--- config.mk ---
export PLATFORM = sky130hd
export DESIGN_NAME = fnpd_ctrl
export DESIGN_NICKNAME = d
export VERILOG_FILES = /design/src/fnpd_pkg.sv /design/src/fnpd_ctrl.sv
export SDC_FILE = /design/constraint.sdc
export NUM_CORES = 1
export LEC_CHECK = 0
export ABC_AREA = 1
export BUFFER_PORTS_ARGS = -buffer_cell sky130_fd_sc_hd__buf_2
export CORE_MARGIN = 5
export CORE_UTILIZATION = 50
export DETAILED_ROUTE_END_ITERATION = 12
export PLACE_DENSITY = 0.71
export SLEW_MARGIN = 20
export SYNTH_ARGS = -nofsm -noshare
export SYNTH_HDL_FRONTEND = slang
export SYNTH_SLANG_ARGS = --single-unit
--- constraint.sdc ---
create_clock -name clock -period 4.58 [get_ports clock]
set_clock_uncertainty 0.2 [all_clocks]
set_input_delay 0.916 -clock clock [delete_from_list [all_inputs] [get_ports clock]]
set_output_delay 0.916 -clock clock [all_outputs]
set_load 0.01 [all_outputs]
--- src/fnpd_pkg.sv ---
`timescale 1ns / 1ps

package fnpd_pkg;

   localparam int DEF_MAX_COLS    = 1024;
   localparam int DEF_MAX_ROWS    = 1024;
   localparam int DEF_SAMPLE_BITS = 16;

   // size registers, position fields, counter compare width
   localparam int CFG_W     = 11;
   localparam int POS_W     = 10;
   localparam int CMP_W     = 14;
   localparam int REG_IDX_W = 1;

   typedef enum logic [REG_IDX_W-1:0] {
      REG_FRAME_ROWS = 1'b0,
      REG_FRAME_COLS = 1'b1
   } reg_idx_type;

   typedef enum logic {
      MODE_PIXEL = 1'b0,
      MODE_DRAIN = 1'b1
   } mode_type;

   // per-word command from the counters to the line buffer stage
   typedef struct packed {
      logic has_up;
      logic has_down;
      logic has_left;
      logic has_right;
      logic emit;
      logic wr_mid;
      logic frame_end;
   } cmd_type;

   // 0 acts as 1, anything above the maximum acts as the maximum
   function automatic logic [CFG_W-1:0] clamp_size(input logic [CFG_W-1:0] v,
                                                   input int maxv);
      logic [CFG_W-1:0] r;
      if (v == '0) begin
         r = CFG_W'(1);
      end else if (int'(v) > maxv) begin
         r = CFG_W'(maxv);
      end else begin
         r = v;
      end
      return r;
   endfunction

endpackage

--- src/fnpd_ctrl.sv ---
`timescale 1ns / 1ps

module fnpd_ctrl
   import fnpd_pkg::*;
#(
   parameter int MAX_COLS = DEF_MAX_COLS,
   parameter int MAX_ROWS = DEF_MAX_ROWS,
   localparam int COL_W = (MAX_COLS > 1) ? $clog2(MAX_COLS) : 1,
   localparam int ROW_W = (MAX_ROWS > 1) ? $clog2(MAX_ROWS) : 1
) (
   input  logic                 clock,
   input  logic                 reset,
   input  logic                 csr_wr_en,
   input  logic [REG_IDX_W-1:0] csr_index,
   input  logic [CFG_W-1:0]     csr_wdata,
   input  logic                 req_valid,
   input  mode_type             req_mode,
   input  logic                 stage_free,
   output logic                 req_ready,
   output logic                 acc,
   output cmd_type              cmd,
   output logic [COL_W-1:0]     col,
   output logic [POS_W-1:0]     row_pos
);

   logic [CFG_W-1:0] frame_rows_ff, frame_rows_in;
   logic [CFG_W-1:0] frame_cols_ff, frame_cols_in;
   logic [COL_W-1:0] col_ff, col_in;
   logic [ROW_W-1:0] row_ff, row_in;
   logic             drain_ff, drain_in;
   logic [CFG_W-1:0] rows_eff, cols_eff;
   logic             last_col, last_row, is_pix, act;

   assign rows_eff = clamp_size(frame_rows_ff, MAX_ROWS);
   assign cols_eff = clamp_size(frame_cols_ff, MAX_COLS);
   assign last_col = (CMP_W'(col_ff) + CMP_W'(1)) >= CMP_W'(cols_eff);
   assign last_row = (CMP_W'(row_ff) + CMP_W'(1)) >= CMP_W'(rows_eff);

   assign is_pix    = (req_mode == MODE_PIXEL);
   assign act       = is_pix ? !drain_ff : drain_ff;
   assign req_ready = !reset && stage_free;
   assign acc       = req_valid && req_ready && act;
   assign col       = col_ff;

   always_comb begin
      cmd.has_up    = is_pix ? (CMP_W'(row_ff) > CMP_W'(1)) : (row_ff != '0);
      cmd.has_down  = is_pix;
      cmd.has_left  = (col_ff != '0);
      cmd.has_right = !last_col;
      cmd.emit      = is_pix ? (row_ff != '0) : 1'b1;
      cmd.wr_mid    = is_pix;
      cmd.frame_end = !is_pix && last_col;
      row_pos       = is_pix ? POS_W'(row_ff - ROW_W'(1)) : POS_W'(row_ff);
   end

   always_comb begin
      col_in   = col_ff;
      row_in   = row_ff;
      drain_in = drain_ff;
      if (acc) begin
         if (last_col) begin
            col_in = '0;
            if (is_pix) begin
               if (last_row) begin
                  drain_in = 1'b1;
               end else begin
                  row_in = ROW_W'(row_ff + ROW_W'(1));
               end
            end else begin
               row_in   = '0;
               drain_in = 1'b0;
            end
         end else begin
            col_in = COL_W'(col_ff + COL_W'(1));
         end
      end
   end

   always_comb begin
      frame_rows_in = frame_rows_ff;
      frame_cols_in = frame_cols_ff;
      if (csr_wr_en) begin
         unique case (reg_idx_type'(csr_index))
            REG_FRAME_ROWS: frame_rows_in = csr_wdata;
            REG_FRAME_COLS: frame_cols_in = csr_wdata;
            default: ;
         endcase
      end
   end

   always_ff @(posedge clock) begin
      if (reset) begin
         frame_rows_ff <= CFG_W'(1);
         frame_cols_ff <= CFG_W'(1);
         col_ff        <= '0;
         row_ff        <= '0;
         drain_ff      <= 1'b0;
      end else begin
         frame_rows_ff <= frame_rows_in;
         frame_cols_ff <= frame_cols_in;
         col_ff        <= col_in;
         row_ff        <= row_in;
         drain_ff      <= drain_in;
      end
   end

endmodule

==> impl_summary.txt <==
----------------------------------------------------
[Floorplan]
  I/O pin count ... 47
  Core footprint ... 6277 um^2
  Die span in x ... 89.85 um
  Die boundary height ... 89.85 um
  Die outline area ... 8073 um^2
  Starting density of the core ... 50.79%
  Std-Cell Rows ... 29

[Global route]
  Tot GR Track Use ... 18.23%
  Number of global-route vias before repair ... 2,860
  Number of antenna violations at the first check in global routing ... 0
  Maximum number of pins on one net before global-route repair ... 25
  First-pass GRT wire length ... 12.67 mm
  Total overflow reported by the global router ... 0

[Clock tree]
  Clock Latency Late Sink ... 0.29 ns
  CTS clock-pin slew for the worst setup and hold paths ... 0.08 ns
  Number of buffers added by the clock tree synthesis step ... 5
  Postcts setup bufs ... 0
  Clock sink total ... 43
  Cell at the root of the clock tree ... sky130_fd_sc_hd__clkbuf_8
  CTS HTree Levels ... 2
  CTS hold repair buffers ... 0
  Clock buffer depth ... 2
  Clock tree from TritonCTS ... built
  Number of cells upsized or downsized after cts ... 0

[Detailed routing]
  Number of remaining DRC errors ... 0
  Vias/cell ... 5.172
  Vias post-DR ... 3,036
  Total Wirelength ... 7.437 mm
  Routed len/inst ... 12.67 um
  Detailed Routing Iterations Pass 1 ... 4
  Number of nets still failing antenna checks after routing ... 0
  Iteration-0 DRC count of the detailed router ... 101

[Worst setup path]
  Biggest cell delay along the critical path ... 0.41 ns
  Capturing instance or port of the critical path ... cmd[0]
  Crit path max-delay cell type ... sky130_fd_sc_hd__dfxtp_1
  Worst R2R Start ... row_ff[0]
  CP Launch Type ... register
  Type of the worst setup path ... reg2out
  Start point of the critical path ... col[0]
  Reg2reg setup slack ... 1.24 ns
  Ordered list of cells on the worst path ... ha_1 -> nand3_1 -> nor2_1 -> nand3_1 -> xor2_1 -> inv_2 -> ha_1 -> nand2_1 -> inv_1 -> o21ai_2 -> nand3_2 -> nor2_4 -> nor2_1 -> buf_2
  Data arrival time of the critical path ... 2.83 ns
  Max FO, Critical Path ... 13
  Reg2Reg Capture Point ... row_ff[0]
  Crit path capture type ... output port
  Cell count of the worst reg-to-reg path ... 16
  CP Data Required Time ... 3.46 ns

[Synthesis]
  Number of flops mapped to enable cells by yosys ... 0
  Synthesized instance count ... 476
  Cell with the most instances after synthesis ... sky130_fd_sc_hd__nand2_1
  Most frequent cells after synthesis ... 110 x sky130_fd_sc_hd__nand2_1, 71 x sky130_fd_sc_hd__nor2_1, 50 x sky130_fd_sc_hd__inv_1
  Synth Area per Inst ... 6.698 um^2
  Leading area contributor after synthesis ... sky130_fd_sc_hd__dfxtp_1
  Synth Net Count ... 523
  Portion of the post-synthesis area used by sequential elements ... 27.00%
  Number of register bits inferred by synthesis ... 43
  Synth warn ... 0
  Distinct cells, synth ... 33
  Area share of the largest cell type after synthesis ... 27.00%
  Biggest area contributors in the synthesized netlist ... sky130_fd_sc_hd__dfxtp_1 27%, sky130_fd_sc_hd__nand2_1 13%, sky130_fd_sc_hd__ha_1 11%
  Async SR Flop Fraction ... 0%
  Most used flip-flop cell after synthesis ... sky130_fd_sc_hd__dfxtp_1
  Cell Area, Synth ... 3188 um^2

[Job]
  Max-Cap Viols ... 0

[Power]
  Reported leakage power ... 0.001699 uW
  Power after layout ... 803.0 uW
  Peak ir drop on the vdd network ... 0.1924 mV
  Power per Cell Area ... 231.4 nW/um^2

[Timing]
  Worst slew pin tran ... 0.5645 ns
  Final worst setup slack ... 0.6377 ns
  Max-slew headroom at the worst pin ... 62.27%
  Shortest period the worst path allows ... 3.942 ns
  Max-slew violation count ... 0
  Achievable clock frequency ... 0.2537 GHz
  Final setup violating endpoints ... 0
  Final-layout setup total negative slack ... 0 ns
  Setup repair after global routing missed its margin ... no
  Hold Violations, Final ... 0
  Period utilization ... 86.08%

[Placed design]
  Post-placement cell count ... 580
  Total of buffers placed on input and output ports ... 46
  Final weighted congestion in routability-driven placement ... 0.9152
  Half-perimeter wire length of the detailed placement result ... 5.901 mm
  Worst slack at placement ... 0.9526 ns

[Cells and area]
  Net count reported at finish ... 557
  Number of cells in the finished layout apart from fillers ... 587
  Diodes inserted ... 0
  Layout cells sized above 1 ... 17.25%
  Layout overhead on the synthesized area ... 8.870%

[Run status]
  Outcome ... completed

[Worst hold path]
  Class of the tightest hold or removal check ... reg2reg

----------------------------------------------------
==> critical path: cells and delay by family (launching register included) <==
| family | cells | cell delay [ns] |
|---|---|---|
| flip-flops | 1 | 0.41 |
| AND/OR/NAND/NOR | 7 | 1.04 |
| adder cells (fa/ha/maj) | 2 | 0.54 |
| AO/OA/AOI/OAI | 1 | 0.11 |
| XOR/XNOR | 1 | 0.19 |
| buffers and inverters | 3 | 0.25 |
==> per-stage QoR <==
| stage | hold WS [ns] | utilization, % | area [um^2] |
|---|---|---|---|
| floorplan | 0.2429 | - | 3188 |
| global placement | 0.2650 | 53.90 | 3383 |
| detailed placement | 0.2661 | 53.90 | 3383 |
| CTS | 0.2781 | 55.29 | 3471 |
| global route | 0.3220 | 55.29 | 3471 |
| finish | 0.2808 | 55.29 | 3471 |
==> flip-flops by register name (all words and copies together) (netlist names) <==
name and count:
frame_cols_ff 11, frame_rows_ff 11, col 10, row_ff 10
drain_ff 1
==> worst min-delay path by stage <==
stage                startpoint          endpoint  slack [ns]  depth (start not counted)
2_1_floorplan  frame_rows_ff[6]  frame_rows_ff[6]        0.24                          2
5_1_grt        frame_rows_ff[7]  frame_rows_ff[7]        0.32                          2
4_1_cts        frame_rows_ff[9]  frame_rows_ff[9]        0.28                          2
3_5_place_dp   frame_rows_ff[9]  frame_rows_ff[9]        0.27                          2
3_3_place_gp   frame_rows_ff[9]  frame_rows_ff[9]        0.26                          2
6_report       frame_rows_ff[7]  frame_rows_ff[7]        0.28                          2
==> layer usage <==
layer / global-route usage, % / wire, um
met5: 0 / 0
met4: 4.591 / 108
met3: 3.756 / 443
met2: 29.02 / 3319
met1: 25.15 / 3564
==> final cells by class <==
type                    count  area [um^2]
clock buffers               6        82.58
inverters                  58        217.7
flip-flops and latches     43        860.8
clock inverters             1        5.005
multi-input cells         356         1978
fillers                   654         2806
repair buffers             46        230.2
well taps                  77        96.34
==> where the power goes <==
| group | internal (uW) | total (uW) | switching, uW |
|---|---|---|---|
| registers | 387 | 397 | 10.2 |
| logic | 54.5 | 161 | 107 |
| clock network | 118 | 245 | 126 |
| total | 560 | 803 | 243 |
==> cell usage in the layout, fill, tap and decap left out <==
cell type and n:
sky130_fd_sc_hd__nand2_1 110, sky130_fd_sc_hd__nor2_1 71, sky130_fd_sc_hd__inv_1 50, sky130_fd_sc_hd__buf_2 46, sky130_fd_sc_hd__dfxtp_1 43, sky130_fd_sc_hd__ha_1 29, sky130_fd_sc_hd__nand3_1 28, sky130_fd_sc_hd__a21oi_1 28
sky130_fd_sc_hd__o21ai_0 25, sky130_fd_sc_hd__xor2_1 12, sky130_fd_sc_hd__nand3_2 10, sky130_fd_sc_hd__nand4_1 9, sky130_fd_sc_hd__a21oi_2 9, sky130_fd_sc_hd__inv_2 7, sky130_fd_sc_hd__clkbuf_8 6, sky130_fd_sc_hd__nor3_1 5
sky130_fd_sc_hd__nor4_1 3, sky130_fd_sc_hd__nor2_2 2, sky130_fd_sc_hd__nor3_2 2, sky130_fd_sc_hd__or2_1 2, sky130_fd_sc_hd__o21ai_1 2, sky130_fd_sc_hd__nand3b_1 2, sky130_fd_sc_hd__nor3_4 1, sky130_fd_sc_hd__o31ai_1 1
sky130_fd_sc_hd__o21ai_2 1, sky130_fd_sc_hd__nor2_4 1, sky130_fd_sc_hd__a31oi_1 1, sky130_fd_sc_hd__nor2_8 1, sky130_fd_sc_hd__nand2_2 1, sky130_fd_sc_hd__clkinv_1 1, sky130_fd_sc_hd__clkinv_2 1
==> logic make-up (layout without fill, tap and decap cells) <==
group | Yosys count | after routing | share of synthesized area, %
XOR/XNOR | 12 | 12 | 3.297
buffers and inverters | 77 | 111 | 10.95
adder cells (fa/ha/maj) | 29 | 29 | 11.38
flip-flops | 43 | 43 | 27.00
AO/OA/AOI/OAI | 67 | 67 | 11.81
AND/OR/NAND/NOR | 248 | 248 | 35.56
No activity file was read; power rests on OpenSTA's default activity.
