--- src/fnpd_pkg.sv ---
`timescale 1ns / 1ps

package fnpd_pkg;

   localparam int DEF_MAX_COLS    = 1024;
   localparam int DEF_MAX_ROWS    = 1024;
   localparam int DEF_SAMPLE_BITS = 16;

   // size registers, position fields, counter compare width
   localparam int CFG_W     = 11;
   localparam int POS_W     = 10;
   localparam int CMP_W     = 14;
   localparam int REG_IDX_W = 1;

   typedef enum logic [REG_IDX_W-1:0] {
      REG_FRAME_ROWS = 1'b0,
      REG_FRAME_COLS = 1'b1
   } reg_idx_type;

   typedef enum logic {
      MODE_PIXEL = 1'b0,
      MODE_DRAIN = 1'b1
   } mode_type;

   // per-word command from the counters to the line buffer stage
   typedef struct packed {
      logic has_up;
      logic has_down;
      logic has_left;
      logic has_right;
      logic emit;
      logic wr_mid;
      logic frame_end;
   } cmd_type;

   // 0 acts as 1, anything above the maximum acts as the maximum
   function automatic logic [CFG_W-1:0] clamp_size(input logic [CFG_W-1:0] v,
                                                   input int maxv);
      logic [CFG_W-1:0] r;
      if (v == '0) begin
         r = CFG_W'(1);
      end else if (int'(v) > maxv) begin
         r = CFG_W'(maxv);
      end else begin
         r = v;
      end
      return r;
   endfunction

endpackage

--- src/fnpd_out.sv ---
`timescale 1ns / 1ps

module fnpd_out
   import fnpd_pkg::*;
#(
   parameter int SAMPLE_BITS = DEF_SAMPLE_BITS,
   localparam int OUT_W = ((2 * POS_W + SAMPLE_BITS + 7) / 8) * 8
) (
   input  logic                          clock,
   input  logic                          reset,
   input  logic                          load,
   input  logic [POS_W-1:0]              row,
   input  logic [POS_W-1:0]              col,
   input  logic signed [SAMPLE_BITS-1:0] value,
   input  logic                          peak,
   input  logic                          last,
   input  logic                          rsp_tready,
   output logic                          out_free,
   output logic                          rsp_tvalid,
   output logic [OUT_W-1:0]              rsp_tdata,
   output logic                          rsp_tuser,
   output logic                          rsp_tlast
);

   logic                          valid_ff, valid_in;
   logic [POS_W-1:0]              row_ff, col_ff;
   logic signed [SAMPLE_BITS-1:0] value_ff;
   logic                          peak_ff, last_ff;

   assign out_free = !valid_ff || rsp_tready;

   always_comb begin
      valid_in = valid_ff;
      if (load) begin
         valid_in = 1'b1;
      end else if (rsp_tready) begin
         valid_in = 1'b0;
      end
   end

   always_ff @(posedge clock) begin
      if (load) begin
         row_ff   <= row;
         col_ff   <= col;
         value_ff <= value;
         peak_ff  <= peak;
         last_ff  <= last;
      end
   end

   always_ff @(posedge clock) begin
      if (reset) begin
         valid_ff <= 1'b0;
      end else begin
         valid_ff <= valid_in;
      end
   end

   assign rsp_tvalid = valid_ff;
   assign rsp_tdata  = OUT_W'({value_ff, col_ff, row_ff});
   assign rsp_tuser  = peak_ff;
   assign rsp_tlast  = last_ff;

endmodule

--- config.mk ---
export PLATFORM = sky130hd
export DESIGN_NAME = fnpd_out
export DESIGN_NICKNAME = d
export VERILOG_FILES = /design/src/fnpd_pkg.sv /design/src/fnpd_out.sv
export SDC_FILE = /design/constraint.sdc
export NUM_CORES = 1
export LEC_CHECK = 0
export BUFFER_PORTS_ARGS = -buffer_cell sky130_fd_sc_hd__clkbuf_2
export CORE_MARGIN = 10
export CORE_UTILIZATION = 42
export DETAILED_ROUTE_END_ITERATION = 7
export PLACE_DENSITY_LB_ADDON = 0.1
export SLEW_MARGIN = 20
export SYNTH_ARGS = -nofsm -noshare
export SYNTH_HDL_FRONTEND = slang
export SYNTH_SLANG_ARGS = --single-unit
--- constraint.sdc ---
create_clock -name clock -period 1.5 [get_ports clock]
set_clock_uncertainty 0.15 [all_clocks]
set_input_delay 0.225 -clock clock [delete_from_list [all_inputs] [get_ports clock]]
set_output_delay 0.225 -clock clock [all_outputs]
set_load 0.02 [all_outputs]
==> results.md, run 1 <==
* Status: completed
* Die area at 5460 µm²
* PortBufs at 81
* Reg power frac at 52.0%
* Period minus WS final at 1370 ps
* DR vias at ~890
* Drt drc at 0
* First-pass GRT wire length at between 5 and 6 mm
* Gr usage total at between 10% and 20%
* Sink Count at 39
* Final Hold Fails at 0
* Post-synth EDFFs at 38
* CTS H-Tree Depth at 2
* I/O pin count at 86
* Startpoint types: input pin
* Max_cap viols at 0
* CTS clk-pin slew, worst paths at about 110 ps
* Ys flop type: edfxtp_1
* Critical path cell sequence: dlygate4sd3_1 > clkbuf_2 > a21oi_2 > dlygate4sd3_1
* Leak Pwr at 0.974 nW
* Wirelength, routed at about 3.4 mm
* Initial antenna violation count at 0
* Slowest CP cell: dlygate4sd3_1
* Synth area leaders: edfxtp_1, buf_4, dfxtp_1, nand2b_4, a21oi_2
* Peak Freq at approximately 730 MHz
* Combinational cell fraction of total power at 14.7%
* Vias in the first global route at between 900 and 1000
* Most frequent cells after synthesis: edfxtp_1, buf_4
* CP endpoint kind: flip-flop
* Grt ovf at 0
* Critical Setup Path Class: in2reg
* Kind of cell adding the most delay to the critical path: buffers and inverters
* CTS root buffer: clkbuf_4
* Setup violators final at 0
* Buf/Inv on CP at 3
* Sequential-to-total area share from yosys stat at 95.1%
* CTS Buf Count at 5
* VDD IR-drop max at ~1.3 mV
* Most frequent cell after synthesis: edfxtp_1
* Antenna diode count at 0
* CP Max Fanout at 1
* Switching power total at 0.550 mW
* Synth Warn # at 0
* Post-synth top area cell: edfxtp_1
* Seq cells post-synth at 39
* Synth top area share at ~93%
* Post-Layout Cell Count at about 210
* Largest net degree at the start of global routing at 40
* Final period utilization at about nine tenths
* Die Span X at 73.9 µm
* Synth cell types at 7
* Post-CTS setup buffers at 0
* Cell Int Power at a little under 2 mW
* Worst min path class: in2reg
* CTS tree: done
* Wire per inst at about 17 µm
* Crit path largest cell delay at 540 ps
* RSZ-0062 raised after global routing: false
* Share of cells above drive strength 1 at roughly half
* Placed Instances at approximately 160
* Die Height at between 70 and 80 µm
* Synth Instances at between 40 and 50
* FP Rows at 19
* CP required at ~1600 ps
* Area Growth Syn to Fin at 77.6%
* NumNets Final at 217
* First-pass DRT Iterations at 4
* Vias per inst at ~4.3
* Clk buf depth at 2
* Synthesized area per cell at approximately 26 µm²
* Mapped cell area at 1220 µm²
* Setup TNS at 0 ps
* Power Dens Cells at around 1200 nW/µm²
* Critical Path AT at ~1500 ps
* Later-pin clock latency in the skew report at roughly 330 ps
* CP dominant cell by count: dlygate4sd3_1
* GPL Wtd Cong at ~0.63
* Post-synth ARST share at 0%
* Post-DRT Antenna Nets at 0
* CORE AREA at 2760 µm²
* Initial DRC count at just under 80
* Sw frac at about 22%
* Final Max Slew Viols at 0
* Initial cell density of the core at 44.3%
* Clock power frac at around 33%
[layout make-up]
cell class,instances,area [µm²]
Clock buffer,6,41.3
Clock inverter,2,60.1
Fill cell,165,589
Inverter,1,3.75
Multi-Input combinational cell,6,37.5
Sequential cell,39,1160
Tap cell,31,38.8
Timing Repair Buffer,122,826
[metrics by stage]
| step | area [µm²] | hold WS [ps] | setup slack [ps] | power (mW) | utilization [%] |
|---|---|---|---|---|---|
| final | 2170 | 208 | 129 | 2.52 | 78.6 |
| after global routing | 2170 | 188 | 104 | 2.64 | 78.6 |
| after CTS | 2170 | 184 | 143 | 2.55 | 78.6 |
| after detailed placement | 1670 | 246 | 469 | 1.63 | 60.4 |
| after global placement | 1670 | 238 | 484 | 1.62 | 60.4 |
| after floorplan | 1230 | 137 | 548 | 1.47 | - |
[worst paths after layout]
check,from,end,slack [ps],cells after the start
hold / removal,load,col_ff[7],210,2
setup reg to reg,rsp_tvalid,rsp_tvalid,170,3
hold reg to reg,rsp_tvalid,rsp_tvalid,910,3
setup / recovery,reset,rsp_tvalid,130,4
[power by group through the flow]
stage	combinational, mW	clock (mW)	sequential (mW)
3_5_place_dp	0.291	0	1.34
6_report	0.371	0.841	1.31
5_1_grt	0.398	0.924	1.32
4_1_cts	0.373	0.862	1.31
2_1_floorplan	0.0231	0	1.45
3_3_place_gp	0.287	0	1.33
[layout by cell type, fill, tap and decap left out, drive strengths merged]
master and n:
buf 1, dfxtp 1, edfxtp 38, conb 4, dlygate4sd3 40, inv 1, bufinv 2, clkbuf 87
a21oi 1, nand2b 1
[state kept, by name (all words and copies together) (netlist names)]
name,cells
rsp_tuser,1
value_ff,16
rsp_tvalid,1
row_ff,10
col_ff,10
rsp_tlast,1
[kinds of logic (layout without fill, tap and decap cells)]
logic type      after synthesis  in the layout  synth area share [%]
compound gates                1              1                 0.717
buf+inv                       5            131                  2.77
flops                        39             39                  95.1
other cells                   1              4                 0.307
simple gates                  1              1                  1.13
[layer usage]
layer	GRT usage, %	part of all wire (%)
met5	0	0
met4	3.73	0.94
met3	9.96	16
met2	20.1	49
met1	13.2	34
[timing repair]
action                                  in CTS  in global routing
gates resized for setup                      0                  0
hold endpoints to repair                    39                  0
endpoints found under the setup margin       0                  0
hold buffers                                40                  0
No activity file was read; power rests on OpenSTA's default activity.
==> run 2, diff against run 1 <==
Settings changed: ABC_AREA from default to 1.
==> results.md, run 2 <==
* Critical Setup Path Class: in2reg (unchanged)
* Cell depth of the worst hold path at 2 (unchanged)
* Final period utilization at 90.5% (was 91.4%)
* Grt ovf at 0 (unchanged)
* DP Wirelength at between 2 and 2.5 mm
* First-pass DRT Iterations at 4 (unchanged)
* Fillers at 164 (was 165)
* Peak Freq at 737 MHz (was 729 MHz)
* PortBufs at 81 (unchanged)
* Post-Layout Cell Count at 208 (was 207)
* Post-synth EDFFs at 38 (unchanged)
* Post-synth top area cell: edfxtp_1 (unchanged)
* Most frequent cells in the layout: clkbuf_2, dlygate4sd3_1, edfxtp_1, clkbuf_4, conb_1 (unchanged)
* Clk buf depth at 2 (unchanged)
* Worst min path class: in2reg (unchanged)
* VDD IR-drop max at 0.961 mV (was 1.31 mV)
* Most frequent cell after synthesis: edfxtp_1 (unchanged)
* Wirelength, routed at 3.37 mm (was 3.42 mm)
* Later-pin clock latency in the skew report at 330 ps (about the same)
* Vias per inst at 4.34 (was 4.29)
* Placed Instances at 160 (was 159)
* CP required at 1630 ps (about the same)
* Period minus WS final at 1360 ps (was 1370 ps)
* Top flop regs: value_ff (16), col_ff (10), row_ff (10) (unchanged)
* Worst R2R Setup Slack at 220 ps (was 170 ps)
* CTS tree: done (unchanged)
* Area Growth Syn to Fin at 73.6% (was 77.6%)
* Die area at 5450 µm² (was 5460 µm²)
* CTS clk-pin slew, worst paths at 100 ps (was 110 ps)
* CORE AREA at 2760 µm² (unchanged)
* Synthesized area per cell at 25.4 µm² (was 26.0 µm²)
* Post-synth ARST share at 0% (unchanged)
* Commonest non-fill, non-tap cell in the layout: clkbuf_2 (unchanged)
* Share of cells above drive strength 1 at 50.8% (was 51.7%)
* Power Dens Cells at 1020 nW/µm² (was 1160 nW/µm²)
* NumNets Final at 218 (was 217)
* Final Max Slew Viols at 0 (unchanged)
* Most frequent cells after synthesis: edfxtp_1, buf_4, inv_1 (was edfxtp_1, buf_4)
* Die Span X at 73.8 µm (was 73.9 µm)
* Critical Path AT at 1490 ps (was 1510 ps)
* Max reg flops at 16 (unchanged)
* Sequential-to-total area share from yosys stat at 95.4% (was 95.1%)
* Final Util at 76.6% (was 78.6%)
* I/O pin count at 86 (unchanged)
* RSZ-0062 raised after global routing: false (unchanged)
* First-pass GRT wire length at 5.22 mm (was 5.29 mm)
* GPL Wtd Cong at 0.652 (was 0.631)
* Vias in the first global route at 1009 (was 996)
* FP Rows at 19 (unchanged)
* Max_cap viols at 0 (unchanged)
* Synth top area share at 93.7% (was 93.4%)
* Post-DRT Antenna Nets at 0 (unchanged)
* Final Hold Fails at 0 (unchanged)
* CP Max Fanout at 1 (unchanged)
* Largest Register: value_ff (unchanged)
* Die Height at 73.8 µm (was 73.9 µm)
* Synth Warn # at 0 (unchanged)
* Largest net degree at the start of global routing at 40 (unchanged)
* Sink Count at 39 (unchanged)
* Final Power at 2.16 mW (was 2.52 mW)
* DR vias at 902 (was 887)
* Worst Reg2Reg Path Length in Cells at 3 (unchanged)
* Initial antenna violation count at 0 (unchanged)
* Initial DRC count at 52 (was 77)
* Antenna diode count at 0 (unchanged)
* Setup violators final at 0 (unchanged)
* Seq cells post-synth at 39 (unchanged)
* Synth area leaders: edfxtp_1, buf_4, dfxtp_1, a21oi_2, inv_1 (was edfxtp_1, buf_4, dfxtp_1, nand2b_4, a21oi_2)
* Status: completed (unchanged)
* CP endpoint kind: flip-flop (unchanged)
* Area post-placement at 1660 µm² (was 1670 µm²)
* Post-place setup slack at 470 ps (was 469 ps)
* CTS H-Tree Depth at 2 (unchanged)
* Setup TNS at 0 ps (unchanged)
* Gr usage total at 12.8% (was 12.9%)
* Startpoint types: input pin (unchanged)
* Synth Instances at 48 (was 47)
* Wire per inst at 16.2 µm (was 16.5 µm)
* CTS Buf Count at 5 (unchanged)
* Hold Worst Slack at 209 ps (was 208 ps)
* Synth cell types at 7 (unchanged)
* Ys flop type: edfxtp_1 (unchanged)
* Initial cell density of the core at 44.1% (was 44.3%)
* Post-route cell area at 2110 µm² (was 2170 µm²)
* Leak Pwr at 0.951 nW (was 0.974 nW)
* CTS root buffer: clkbuf_4 (unchanged)
* Mapped cell area at 1220 µm² (about the same)
* PnR worst setup slack at 143 ps (was 129 ps)
* Drt drc at 0 (unchanged)
run 2: cell types whose count changed after synthesis:
cell	previous run	this run
nand2b_4	1	0
inv_1	1	2
nand2_2	0	1
run 2: worst paths after layout:
check / end / startpoint
worst max-delay path: rsp_tvalid / reset
worst min register to register: rsp_tvalid / rsp_tvalid
worst min-delay path: col_ff[1] / load
worst max register to register: rsp_tvalid / rsp_tvalid
run 2: timing repair:
item,in CTS,in global routing
setup buffers,0,0
hold buffers,40,0
resized for setup,0,0
hold endpoints to repair,39,0
run 2: layout make-up:
cell class | count | area [µm²] | share of cell area [%]
clock buffers | 7 | 45.0 | 2.13
clock inverters | 1 | 5.00 | 0.237
inverters | 2 | 7.51 | 0.355
multi-input cells | 6 | 30.0 | 1.42
flip-flops and latches | 39 | 1160 | 54.9
well taps | 31 | 38.8 | 1.84
repair buffers | 122 | 826 | 39.1
run 2: cells by family after synthesis:
group	Yosys count	share of synthesized area (%)
flops	39	95.4
simple gates	1	0.514
other cells	1	0.308
buf+inv	6	3.08
compound gates	1	0.720
run 2: power breakdown:
part           switching, mW  internal (mW)  total (mW)
Sequential            0.0223           1.29        1.31
Clock                  0.298          0.183       0.481
Combinational          0.206          0.165       0.371
run 2: worst max-delay path: stages:
cell           delay (ps)
dlygate4sd3_1         530
clkbuf_2              110
a21oi_2                80
dlygate4sd3_1         540
run 2: metal layers:
metal  part of all wire [%]  track usage, %  vias to the layer above  routed length (µm)
met5                      0               0                        -                   0
met4                    1.2            4.97                        0                  39
met3                     13            7.40                        6                 444
met2                     54            22.6                       51                1800
met1                     32            11.6                      412                1080
li1                       -               -                      433                   -
==> run 3, diff against run 2 <==
Settings changed: MAX_ROUTING_LAYER from default to met4.
==> results.md, run 3 (same netlist as run 2, synthesis figures left out) <==
* Critical Setup Path Class: in2reg (unchanged)
* FF/Latch Area at 1160 µm² (unchanged)
* Commonest non-fill, non-tap cell in the layout: clkbuf_2 (unchanged)
* Slowest CP cell: dlygate4sd3_1 (unchanged)
* CORE AREA at 2760 µm² (unchanged)
* Worst min path class: in2reg (unchanged)
* Grt ovf at 0 (unchanged)
* Area Growth Syn to Fin at 73.6% (unchanged)
* Initial DRC count at 45 (was 52)
* NumNets Final at 218 (unchanged)
* DR vias at 898 (was 902)
* Post-Layout Cell Count at 208 (unchanged)
* I/O pin count at 86 (unchanged)
* Status: completed (unchanged)
* First-pass DRT Iterations at 4 (unchanged)
* Vias per inst at 4.32 (was 4.34)
* Power Dens Cells at 1020 nW/µm² (about the same)
* Period minus WS final at 1360 ps (about the same)
* Vias in the first global route at 1010 (was 1009)
* Most frequent cells in the layout: clkbuf_2, dlygate4sd3_1, edfxtp_1, clkbuf_4, conb_1 (unchanged)
* Setup TNS at 0 ps (unchanged)
* Placed Instances at 160 (unchanged)
* Drt drc at 0 (unchanged)
* Post-DRT Antenna Nets at 0 (unchanged)
* Wire per inst at 16.1 µm (was 16.2 µm)
* Max reg flops at 16 (unchanged)
* Area of the multi-input gates at 30.0 µm² (unchanged)
* Antenna diode count at 0 (unchanged)
* RSZ-0062 raised after global routing: false (unchanged)
* Final period utilization at 90.5% (about the same)
* Crit path largest cell delay at 540 ps (about the same)
* CP dominant cell by count: dlygate4sd3_1 (unchanged)
* FP Rows at 19 (unchanged)
* CP Max Fanout at 1 (unchanged)
* GPL Wtd Cong at 0.658 (was 0.652)
* Critical Path AT at 1490 ps (about the same)
* Share of cells above drive strength 1 at 50.8% (unchanged)
* Top flop regs: value_ff (16), col_ff (10), row_ff (10) (unchanged)
* Final Hold Fails at 0 (unchanged)
* Largest Register: value_ff (unchanged)
* Max_cap viols at 0 (unchanged)
* Die Span X at 73.8 µm (unchanged)
* Initial cell density of the core at 44.1% (unchanged)
* First-pass GRT wire length at 5.21 mm (was 5.22 mm)
* Peak Freq at 737 MHz (about the same)
* Setup violators final at 0 (unchanged)
* CTS Buf Count at 5 (unchanged)
* Fillers at 164 (unchanged)
* Gr usage total at 13.1% (was 12.8%)
* CTS root buffer: clkbuf_4 (unchanged)
* Later-pin clock latency in the skew report at 330 ps (about the same)
* Die Height at 73.8 µm (unchanged)
* VDD IR-drop max at 0.961 mV (about the same)
* CTS H-Tree Depth at 2 (unchanged)
* Wirelength, routed at 3.36 mm (was 3.37 mm)
* Die area at 5450 µm² (unchanged)
* Final Power at 2.16 mW (about the same)
* CP required at 1630 ps (about the same)
* Critical path cell sequence: dlygate4sd3_1 > clkbuf_2 > a21oi_2 > dlygate4sd3_1 (unchanged)
* Final Max Slew Viols at 0 (unchanged)
* CTS clk-pin slew, worst paths at 100 ps (about the same)
* Initial antenna violation count at 0 (unchanged)
* Startpoint types: input pin (unchanged)
* Sink Count at 39 (unchanged)
* Largest net degree at the start of global routing at 40 (unchanged)
* Post-CTS Resized at 0 (unchanged)
* CTS tree: done (unchanged)
* CP endpoint kind: flip-flop (unchanged)
* Leak Pwr at 0.951 nW (unchanged)
* DP Wirelength at 2.21 mm (unchanged)
* Clk buf depth at 2 (unchanged)
* PortBufs at 81 (unchanged)
## run 3: cell counts in the layout (fill, tap and decap cells not counted)
Identical to the previous run, type by type.
## run 3: timing repair
item / CTS / global route
hold buffers: 40 / 0
buffers inserted: 0 / 0
hold endpoints to repair: 39 / 0
## run 3: layout make-up
class                   count  share of cell area, %
repair buffers            122                   39.1
well taps                  31                   1.84
multi-input cells           6                   1.42
flip-flops and latches     39                   54.9
clock inverters             1                  0.237
inverters                   2                  0.355
clock buffers               7                   2.13
## run 3: report_power, final
group | leakage, nW | switching, mW | internal, mW
logic | 0.541 | 0.206 | 0.165
clock network | 0.0293 | 0.298 | 0.183
registers | 0.380 | 0.0223 | 1.29
total | 0.951 | 0.526 | 1.64
## run 3: metrics by stage
| stage | util, % | hold slack, ps | worst slack [ps] | area, µm² |
|---|---|---|---|---|
| 4_1_cts | 76.6 | 191 | 168 | 2110 |
| 3_3_place_gp | 60.3 | 237 | 482 | 1660 |
| 5_1_grt | 76.6 | 201 | 98.0 | 2110 |
| 3_5_place_dp | 60.3 | 243 | 470 | 1660 |
| 6_report | 76.6 | 209 | 143 | 2110 |
| 2_1_floorplan | - | 137 | 545 | 1230 |
## run 3: worst max-delay path: cells and delay by family
kind	cells	cell delay (ps)
AO/OA/AOI/OAI	1	80
buffers and inverters	3	1190
## run 3: metal layers
layer / up-vias / track usage, % / wire [µm]
li1: 433 / - / -
met1: 408 / 12.4 / 1140
met2: 51 / 22.6 / 1800
met3: 6 / 6.19 / 375
met4: 0 / 4.97 / 39
met5: - / - / 0
## run 3: final timing paths
| check | end | cells past startpoint | startpoint | slack [ps] |
|---|---|---|---|---|
| worst max-delay path | rsp_tvalid | 4 | reset | 140 |
| worst min-delay path | col_ff[1] | 2 | load | 210 |
| worst max register to register | rsp_tvalid | 3 | rsp_tvalid | 220 |
| worst min register to register | rsp_tvalid | 3 | rsp_tvalid | 890 |
